File: src/sv/ssa_pkg.sv
// Shared constants, command/status structs and multiplier select codes
// for the separation steering accumulator. No dependencies.
package ssa_pkg;

    localparam int FRAC_BITS     = 16;
    localparam int MAX_NEIGHBORS = 1024;
    localparam int CNT_W         = 11;
    localparam int SUM_W         = 48;
    localparam int REG_W         = 31;
    localparam int PROD_W        = 64;
    localparam int REM_W         = 64;
    localparam int NUM_W         = 62 + FRAC_BITS;
    localparam int TERM_STEPS    = 31;
    localparam int AVG_STEPS     = SUM_W;
    localparam int STEP_W        = 6;

    // Configuration register indexes
    localparam logic REG_AVOID_RADIUS = 1'b0;
    localparam logic REG_STEER_GAIN   = 1'b1;

    // Multiplier operand select
    localparam logic [2:0] MUL_SQX = 3'd0;
    localparam logic [2:0] MUL_SQZ = 3'd1;
    localparam logic [2:0] MUL_RR  = 3'd2;
    localparam logic [2:0] MUL_GX  = 3'd3;
    localparam logic [2:0] MUL_GZ  = 3'd4;

    typedef struct packed {
        logic       load_in;
        logic       calc_diff;
        logic       mul_en;
        logic [2:0] mul_sel;
        logic       dsq_ld;
        logic       dsq_add;
        logic       div_load;
        logic       div_term;
        logic       div_z;
        logic       div_step;
        logic       acc_x;
        logic       acc_z;
        logic       out_x;
        logic       out_z;
        logic       emit;
    } cmd_t;

    typedef struct packed {
        logic early_ok;
        logic keep;
        logic last;
        logic total_zero;
        logic out_free;
    } status_t;

endpackage

File: src/sv/ssa_ctrl.sv
// Controller: sequences one neighbor transaction through the datapath
// and the final average on the last item. Uses ssa_pkg.
module ssa_ctrl (
    input  logic              clk,
    input  logic              rst_n,
    input  logic              in_valid,
    output logic              in_stall,
    input  ssa_pkg::status_t  status,
    output ssa_pkg::cmd_t     cmd
);
    import ssa_pkg::*;

    localparam logic [4:0] S_IDLE = 5'd0;
    localparam logic [4:0] S_DIFF = 5'd1;
    localparam logic [4:0] S_CHK1 = 5'd2;
    localparam logic [4:0] S_SQX  = 5'd3;
    localparam logic [4:0] S_SQZ  = 5'd4;
    localparam logic [4:0] S_RR   = 5'd5;
    localparam logic [4:0] S_CHK2 = 5'd6;
    localparam logic [4:0] S_GX   = 5'd7;
    localparam logic [4:0] S_DLX  = 5'd8;
    localparam logic [4:0] S_DVX  = 5'd9;
    localparam logic [4:0] S_ACX  = 5'd10;
    localparam logic [4:0] S_GZ   = 5'd11;
    localparam logic [4:0] S_DLZ  = 5'd12;
    localparam logic [4:0] S_DVZ  = 5'd13;
    localparam logic [4:0] S_ACZ  = 5'd14;
    localparam logic [4:0] S_TAIL = 5'd15;
    localparam logic [4:0] S_AVLX = 5'd16;
    localparam logic [4:0] S_AVX  = 5'd17;
    localparam logic [4:0] S_OUTX = 5'd18;
    localparam logic [4:0] S_AVLZ = 5'd19;
    localparam logic [4:0] S_AVZ  = 5'd20;
    localparam logic [4:0] S_OUTZ = 5'd21;
    localparam logic [4:0] S_EMIT = 5'd22;

    logic [4:0]        state_reg, state_next;
    logic [STEP_W-1:0] step_reg, step_next;

    always_ff @(posedge clk or negedge rst_n)
    begin
        if (!rst_n)
        begin
            state_reg <= S_IDLE;
            step_reg  <= '0;
        end
        else
        begin
            state_reg <= state_next;
            step_reg  <= step_next;
        end
    end

    assign in_stall = (state_reg != S_IDLE);

    always_comb
    begin
        state_next = state_reg;
        step_next  = step_reg;
        cmd        = '0;
        unique case (state_reg)
            S_IDLE:
            begin
                cmd.load_in = in_valid;
                if (in_valid)
                    state_next = S_DIFF;
            end
            S_DIFF:
            begin
                cmd.calc_diff = 1'b1;
                state_next    = S_CHK1;
            end
            S_CHK1:
                state_next = status.early_ok ? S_SQX : S_TAIL;
            S_SQX:
            begin
                cmd.mul_en  = 1'b1;
                cmd.mul_sel = MUL_SQX;
                state_next  = S_SQZ;
            end
            S_SQZ:
            begin
                cmd.mul_en  = 1'b1;
                cmd.mul_sel = MUL_SQZ;
                cmd.dsq_ld  = 1'b1;
                state_next  = S_RR;
            end
            S_RR:
            begin
                cmd.mul_en  = 1'b1;
                cmd.mul_sel = MUL_RR;
                cmd.dsq_add = 1'b1;
                state_next  = S_CHK2;
            end
            S_CHK2:
                state_next = status.keep ? S_GX : S_TAIL;
            S_GX:
            begin
                cmd.mul_en  = 1'b1;
                cmd.mul_sel = MUL_GX;
                state_next  = S_DLX;
            end
            S_DLX:
            begin
                cmd.div_load = 1'b1;
                cmd.div_term = 1'b1;
                step_next    = STEP_W'(TERM_STEPS - 1);
                state_next   = S_DVX;
            end
            S_DVX:
            begin
                cmd.div_step = 1'b1;
                step_next    = step_reg - STEP_W'(1);
                if (step_reg == '0)
                    state_next = S_ACX;
            end
            S_ACX:
            begin
                cmd.acc_x  = 1'b1;
                state_next = S_GZ;
            end
            S_GZ:
            begin
                cmd.mul_en  = 1'b1;
                cmd.mul_sel = MUL_GZ;
                state_next  = S_DLZ;
            end
            S_DLZ:
            begin
                cmd.div_load = 1'b1;
                cmd.div_term = 1'b1;
                step_next    = STEP_W'(TERM_STEPS - 1);
                state_next   = S_DVZ;
            end
            S_DVZ:
            begin
                cmd.div_step = 1'b1;
                step_next    = step_reg - STEP_W'(1);
                if (step_reg == '0)
                    state_next = S_ACZ;
            end
            S_ACZ:
            begin
                cmd.acc_z  = 1'b1;
                state_next = S_TAIL;
            end
            S_TAIL:
            begin
                if (!status.last)
                    state_next = S_IDLE;
                else if (status.total_zero)
                    state_next = S_EMIT;
                else
                    state_next = S_AVLX;
            end
            S_AVLX:
            begin
                cmd.div_load = 1'b1;
                step_next    = STEP_W'(AVG_STEPS - 1);
                state_next   = S_AVX;
            end
            S_AVX:
            begin
                cmd.div_step = 1'b1;
                step_next    = step_reg - STEP_W'(1);
                if (step_reg == '0)
                    state_next = S_OUTX;
            end
            S_OUTX:
            begin
                cmd.out_x  = 1'b1;
                state_next = S_AVLZ;
            end
            S_AVLZ:
            begin
                cmd.div_load = 1'b1;
                cmd.div_z    = 1'b1;
                step_next    = STEP_W'(AVG_STEPS - 1);
                state_next   = S_AVZ;
            end
            S_AVZ:
            begin
                cmd.div_step = 1'b1;
                step_next    = step_reg - STEP_W'(1);
                if (step_reg == '0)
                    state_next = S_OUTZ;
            end
            S_OUTZ:
            begin
                cmd.out_z  = 1'b1;
                state_next = S_EMIT;
            end
            S_EMIT:
            begin
                // hold until the output register can take the result
                if (status.out_free)
                begin
                    cmd.emit   = 1'b1;
                    state_next = S_IDLE;
                end
            end
            default:
                state_next = S_IDLE;
        endcase
    end

`ifndef NO_ASSERTIONS
    a_accept_diff: assert property (@(posedge clk) disable iff (!rst_n)
        in_valid && !in_stall |=> state_reg == S_DIFF)
        else $error("accepted transaction not started");
    a_div_end: assert property (@(posedge clk) disable iff (!rst_n)
        state_reg == S_DVX && step_reg == '0 |=> state_reg == S_ACX)
        else $error("divider step count overrun");
    a_emit_free: assert property (@(posedge clk) disable iff (!rst_n)
        cmd.emit |-> status.out_free)
        else $error("result emitted into a full output register");
`endif

endmodule
File: config.mk
export PLATFORM = sky130hd
export DESIGN_NAME = ssa_ctrl
export DESIGN_NICKNAME = d
export VERILOG_FILES = /design/src/sv/ssa_pkg.sv /design/src/sv/ssa_ctrl.sv
export SDC_FILE = /design/constraint.sdc
export NUM_CORES = 1
export LEC_CHECK = 0
export BUFFER_PORTS_ARGS = -buffer_cell sky130_fd_sc_hd__buf_2
export CORE_UTILIZATION = 48
export CTS_BUF_LIST = sky130_fd_sc_hd__clkbuf_2
export CTS_CLUSTER_DIAMETER = 120
export CTS_CLUSTER_SIZE = 16
export DETAILED_ROUTE_END_ITERATION = 8
export PLACE_DENSITY_LB_ADDON = 0.2
export SLEW_MARGIN = 20
export SYNTH_ARGS = -nofsm -noshare
export SYNTH_HDL_FRONTEND = slang
export SYNTH_SLANG_ARGS = --single-unit
File: constraint.sdc
create_clock -name clk -period 1.6 [get_ports clk]
set_input_delay 0.16 -clock clk [delete_from_list [all_inputs] [get_ports clk]]
set_output_delay 0.16 -clock clk [all_outputs]
set_load 0.05 [all_outputs]
==> results.md, run 1 <==
- The portion of synthesized cell area occupied by the leading cell type is 0.2876.
- The floorplan has 15 rows.
- CTS saw 11 sinks.
- In this run the cell area measured after placement is 1378 sq um.
- For this run, the register share of the synthesized area comes to 0.2876.
- During placement, the flow inserted port buffers numbering 25.
- The compound-cell area share of the yosys netlist is 0.2810.
- The number of distinct library cell variants in the gate-level netlist after synthesis is 45.
- The share of synthesized cell area in full adder, half adder and majority cells is 0.02614.
- For this configuration, the core starts out at a cell density of 0.5313.
- The maximum number of pins on one net before global-route repair is 12.
- The congestion estimate from routability-driven global placement came to 0.9119.
- The predominant post-synthesis flop cell is sky130_fd_sc_hd__dfrtp_1.
- The flow did not finish.
- The cell count after synthesis is 125.
- The multiplexer share of the synthesized area is 0.01046.
- The detailed placer's ending HPWL is 2.367 mm.
- The horizontal die dimension is 46.66 microns.
- CTS built an H-tree with a depth of 1.
- In this run the mean area of a mapped cell was 7.657 sq um.
- By area, the combinational part of the netlist is dominated by simple AND/OR/NAND/NOR gates.
- Summing every instance area after synthesis gives 957.2 sq um.
- After the last repair the worst path ends at a top-level output.
- The post-synthesis net count is 135.
- The synthesized-area fraction occupied by and/or/nand/nor cells is 0.2915.
- After synthesis, the share of flip-flops with an asynchronous set or reset is 1.000.
- During synthesis, Yosys emitted a total of 0 warnings.
- The first error in the log reads "[ERROR DPL-0038] Utilization greater than 100%, impossible to legalize".
- The buffer depth of the longest clock path is 2.
- The flow stopped in global routing.
- The buffer type at the clock tree root is sky130_fd_sc_hd__clkbuf_2.
- The number of flops mapped to enable cells by yosys is 0.
- In the post-synthesis netlist, the biggest area contributors are sky130_fd_sc_hd__dfrtp_1 (29%), sky130_fd_sc_hd__o21ai_0 (5.8%), sky130_fd_sc_hd__nor3_1 (5.2%), sky130_fd_sc_hd__nand2b_1 (4.6%), sky130_fd_sc_hd__nor2_1 (3.5%).
- In this run the count of I/O pins placed on the die edge is 26.
- Of the total synthesized cell area, the portion taken by XOR and XNOR cells is 0.01830.
- The number of synthesized register bits is 11.
- The worst endpoint after global-route timing repair is cmd[8].
- The total clock buffers created by CTS is 3.
- From bottom edge to top edge, the die measures 46.66 microns.
- The cell type with the largest total area after synthesis is sky130_fd_sc_hd__dfrtp_1.
- The number of placed instances with taps included is 185.
timing repair:
action / in CTS
endpoints found under the hold margin: 11
pin swaps: 6
setup buffers: 8
endpoints found under the setup margin: 20
hold buffers: 1
resized for setup: 60
synth_stat cells (all sizes together) (2+ instances only):
library cell	count
nor2	9
nand3	4
xnor2	2
clkbuf	2
o21ai	13
dfrtp	11
ha	2
nand2	8
a22o	2
nor3	10
and3	4
a21oi	5
o211ai	2
nor4	2
nor2b	2
nand2b	7
nor3b	2
inv	9
buf	7
cell families after synthesis:
group           Yosys count
flops                    11
fa+ha+maj                 2
compound gates           38
buf+inv                  18
xor+xnor                  2
simple gates             53
mux                       1
metrics by stage:
step / setup WS, ns / utilization / hold WS, ns
after floorplan: -0.2570 / - / -0.1356
after global placement: 0.02393 / 0.7646 / 0.03743
after detailed placement: -0.02001 / 0.7646 / 0.04253
after CTS: -0.07290 / 0.9403 / 0.1754
==> run 2: changes to the inputs <==
Settings changed: CORE_AREA set to 2 2 63 65, CORE_UTILIZATION 48 to not set, CTS_BUF_LIST sky130_fd_sc_hd__clkbuf_2 to not set, CTS_CLUSTER_DIAMETER 120 to not set, CTS_CLUSTER_SIZE 16 to not set, DIE_AREA set to 0 0 65 67, PLACE_DENSITY_LB_ADDON 0.2 to 0.15.
Clock period 1.6 ns to 2.1 ns, I/O delays scaled along.
==> results.md, run 2 <==
- The run finished with clean final reports.
- CTS built an H-tree with a depth of 1.
- The netlist area before placement is 957.2 sq um.
- The iteration-0 DRC count of the detailed router is 45.
- Synthesis handed over a netlist of 125 instances.
- IR analysis of the VDD net gives a maximum drop of 0.6409 mV.
- The core region is 3606 sq um.
- The clock period minus final worst setup slack is 2.011 ns.
- The clock latency at the later pin of the worst-skew pair is 0.24 ns.
- The remaining global-route overflow is 0.
- The count of unresolved DRC violations after routing is 0.
- Once the clock tree was built, the setup fixing pass inserted 0 buffers.
- The first global-routing pass estimated 4.947 mm of wire.
- Dividing the detail-routed wire length by the instance count gives 14.52 microns.
- Including well taps, the total number of placed cells is 197.
- The final max-slew violation count is 0.
- The final-report hold violation count is 0.
- The warning count from the yosys run is 0.
- Dividing total power by cell area gives a power density of 1798 nW/um^2.
- The kind of end point of the critical path is a primary output.
- The number of vias per cell after detailed routing is 5.257.
- The pin slew with the least headroom to its limit is 0.4838 ns.
- The wire-length estimate of the detail-placed layout is 2.228 mm.
- The share of total power in combinational logic is 0.689.
- The placement row count is 22.
- The critical path goes through buf_4, nand2b_1, o32a_4, inv_4, buf_2.
- The starting utilization of the core area is 0.2654.
- The number of max-cap violations is 0.
- The flip-flop count of the largest register after layout is 6.
- Setup violations remaining at the end of the flow were counted as 0.
- STA classifies the critical path startpoint as a flop.
- The number of distinct library cell variants in the gate-level netlist after synthesis is 45.
- After detailed routing, the total wire length is 2.934 mm.
- Counting instances, the worst hold path has a depth of 4.
- A synthesized cell averages 7.657 sq um.
- The combinational family with the most area after synthesis is simple AND/OR/NAND/NOR gates.
- Broken down by cell family, the worst path's largest delay share belongs to buffers and inverters.
- Measured against the total synthesized area, the mux share comes to 0.01046.
- The filler cells instantiated in the layout total 388.
- The maximum net fanout on the critical path is 8.
- Of the total synthesized cell area, the portion taken by XOR and XNOR cells is 0.01830.
- For this run, the top clock speed supported by timing is 497.3 MHz.
- The data required time at the worst endpoint is 1.89 ns.
- The finished layout holds 202 standard cells, fillers aside.
- Counting flops with a built-in enable in the synthesized netlist gives 0.
- The largest individual stage delay along the critical path comes from the cell sky130_fd_sc_hd__dfrtp_1.
- The number of buffers inserted by port buffering is 25.
- Yosys attributes the largest share of cell area to sky130_fd_sc_hd__dfrtp_1 (29%), sky130_fd_sc_hd__o21ai_0 (5.8%), sky130_fd_sc_hd__nor3_1 (5.2%), sky130_fd_sc_hd__nand2b_1 (4.6%), sky130_fd_sc_hd__nor2_1 (3.5%).
- The maximum number of pins on one net before global-route repair is 15.
- Counting along the longest clock path gives a buffer depth of 2.
- Clock tree synthesis found a total of 11 sinks.
- The worst slew slack as a fraction of its limit is 0.6775.
- The share of synthesized area in the top cell type comes to 0.2876.
- The area growth from synthesis to layout is 31.90%.
- For this run, the slowest stage of the critical path takes 0.52 ns.
- The analysis attributes to cell leakage a power of 0.5674 nW.
- The net switching power is 0.001277 W.
- The startpoint of the worst register-to-register path is state_reg[1]$_DFFE_PN0P_.
- The count of antenna-violating nets left after detailed routing is 0.
- TritonCTS built the clock tree.
- 26 I/O pins were placed.
- Of the total synthesized cell area, the portion taken by full adders, half adders and majority gates is 0.02614.
- The total internal power is 0.0009925 W.
- Of the total power, the share spent switching nets is 0.5628.
- The capture point of the worst reg-to-reg path is step_reg[4]$_DFFE_PN0P_.
- The number of global-route vias before repair is 1,007.
- The most common library cell in the layout ignoring fill and taps is sky130_fd_sc_hd__buf_2.
- The final-layout worst hold slack is 0.2556 ns.
- For hold timing, the worst endpoint is state_reg[3]$_DFFE_PN0P_.
- The number of nets at the end of the flow is 165.
- Across all register-to-register paths, the minimum setup slack is 0.33 ns.
- The floorplan step set the die height to 67 microns.
- The total global-route track usage is 0.1492.
- The synthesized-area fraction occupied by and/or/nand/nor cells is 0.2915.
- The clock arrives with 0.003312 ns of skew.
- The tree is rooted in a sky130_fd_sc_hd__clkbuf_8.
- The post-synthesis net count is 135.
- The share of the Yosys chip area taken by registers is 0.2876.
- The number of iterations in the first detailed-routing pass is 4.
- The predominant post-synthesis flop cell is sky130_fd_sc_hd__dfrtp_1.
- The final cell utilization of the core is 0.3501.
- The startpoint identified for the worst hold timing path is status[3].
- Synthesis inferred 11 register bits.
- sky130_fd_sc_hd__dfrtp_1 takes more of the synthesized area than any other cell.
- The share of total power dissipated in the clock network is 0.098.
- The full die area is 4355 sq um.
- The number of cells on the worst reg-to-reg path is 5.
- The final period utilization is 0.9575.
- The total via count in the routed design is 1,062.
- The clock transition at the registers of the reported paths is 0.06 ns.
- For the final routed database, the setup TNS stands at 0 ns.
- The number of antenna repair diodes is 0.
- STA puts the critical path data arrival time at 1.80 ns.
- Of the cells placed in the final design, the portion with a size suffix greater than 1 is 0.3052.
- The critical path buffer and inverter count is 3.
- In this run the horizontal extent of the chip is 65 microns.
- Setup repair after global routing left no endpoint under its margin.
- The category of the most critical setup path is reg -> out.
- Total power for the finished layout comes to 0.002270 W.
- The compound-cell area share of the yosys netlist came to 0.2810.
- The worst min-delay path class is in -> reg.
- The number of clock buffers added by TritonCTS is 3.
- The number of antenna violations at the first check in global routing is 0.
- The share of total power dissipated in sequential elements is 0.213.
- In the layout the commonest cells are sky130_fd_sc_hd__buf_2 (25), sky130_fd_sc_hd__o21ai_0 (11), sky130_fd_sc_hd__dfrtp_1 (10), sky130_fd_sc_hd__nor2_1 (9).
- The async set or reset register ratio after synthesis is 1.000.
- After synthesis, the most frequently instantiated cells are sky130_fd_sc_hd__dfrtp_1 (11), sky130_fd_sc_hd__o21ai_0 (11), sky130_fd_sc_hd__nor3_1 (10), sky130_fd_sc_hd__nor2_1 (9).
- The final weighted congestion of routability-driven global placement is 0.7835.
[run 2: power groups by stage]
stage	Combinational, W	Clock (W)	Sequential (W)
6_report	0.00156	0.000221	0.000484
5_1_grt	0.00171	0.000243	0.000507
4_1_cts	0.00156	0.000234	0.000472
3_5_place_dp	0.00155	0	0.000478
3_3_place_gp	0.00156	0	0.000477
2_1_floorplan	0.00127	0	0.000380
[run 2: repair_timing]
item | CTS | global route
endpoints found under the setup margin | 0 | 2
hold buffers | 1 | 0
resized for setup | 0 | 2
hold endpoints to repair | 11 | 0
[run 2: cells by family after synthesis]
logic type               count (synthesis)
AND/OR/NAND/NOR                         53
AO/OA/AOI/OAI                           38
buffers and inverters                   18
flip-flops                              11
XOR/XNOR                                 2
adder cells (fa/ha/maj)                  2
multiplexers                             1
[run 2: area by class of cell]
| class | count | area [sq um] | area share |
|---|---|---|---|
| clock buffers | 4 | 45.04 | 0.03568 |
| flip-flops and latches | 11 | 276.5 | 0.2190 |
| well taps | 48 | 60.06 | 0.04757 |
| inverters | 9 | 36.28 | 0.02874 |
| repair buffers | 34 | 195.2 | 0.1546 |
| multi-input cells | 96 | 649.4 | 0.5144 |
[run 2: metrics by stage]
stage / area [sq um] / setup WS, ns
2_1_floorplan: 997.2 / -0.2607
3_3_place_gp: 1197 / 0.3173
3_5_place_dp: 1197 / 0.3280
4_1_cts: 1252 / 0.07244
5_1_grt: 1262 / 0.006256
6_report: 1262 / 0.08931
[run 2: how the worst max path moves through the flow]
stage / startpoint / end / slack, ns / cells after the start
2_1_floorplan: state_reg[4]$_DFFE_PN0P_ / cmd[8] / -0.26 / 3
3_3_place_gp: state_reg[0]$_DFFE_PN0P_ / step_reg[4]$_DFFE_PN0P_ / 0.32 / 6
3_5_place_dp: state_reg[0]$_DFFE_PN0P_ / cmd[5] / 0.33 / 5
4_1_cts: state_reg[0]$_DFFE_PN0P_ / cmd[8] / 0.07 / 4
5_1_grt: state_reg[1]$_DFFE_PN0P_ / cmd[8] / 0.006 / 5
6_report: state_reg[4]$_DFFE_PN0P_ / cmd[5] / 0.09 / 5
[run 2: routing by layer]
layer / part of all wire / routed length (microns) / global-route usage / vias to the layer above
met4: 0.0075 / 22 / 0.06117 / 0
li1: - / - / - / 517
met3: 0.038 / 111 / 0.02872 / 2
met1: 0.47 / 1370 / 0.1910 / 518
met5: 0 / 0 / 0 / -
met2: 0.49 / 1430 / 0.2448 / 25
[run 2: worst reg2reg max path: cells and delay by family, from the launching register on]
kind	cells	cell delay, ns
AO/OA/AOI/OAI	2	0.54
buffers and inverters	1	0.06
flip-flops	1	0.64
AND/OR/NAND/NOR	2	0.41
(Power assumes the default switching activity.)
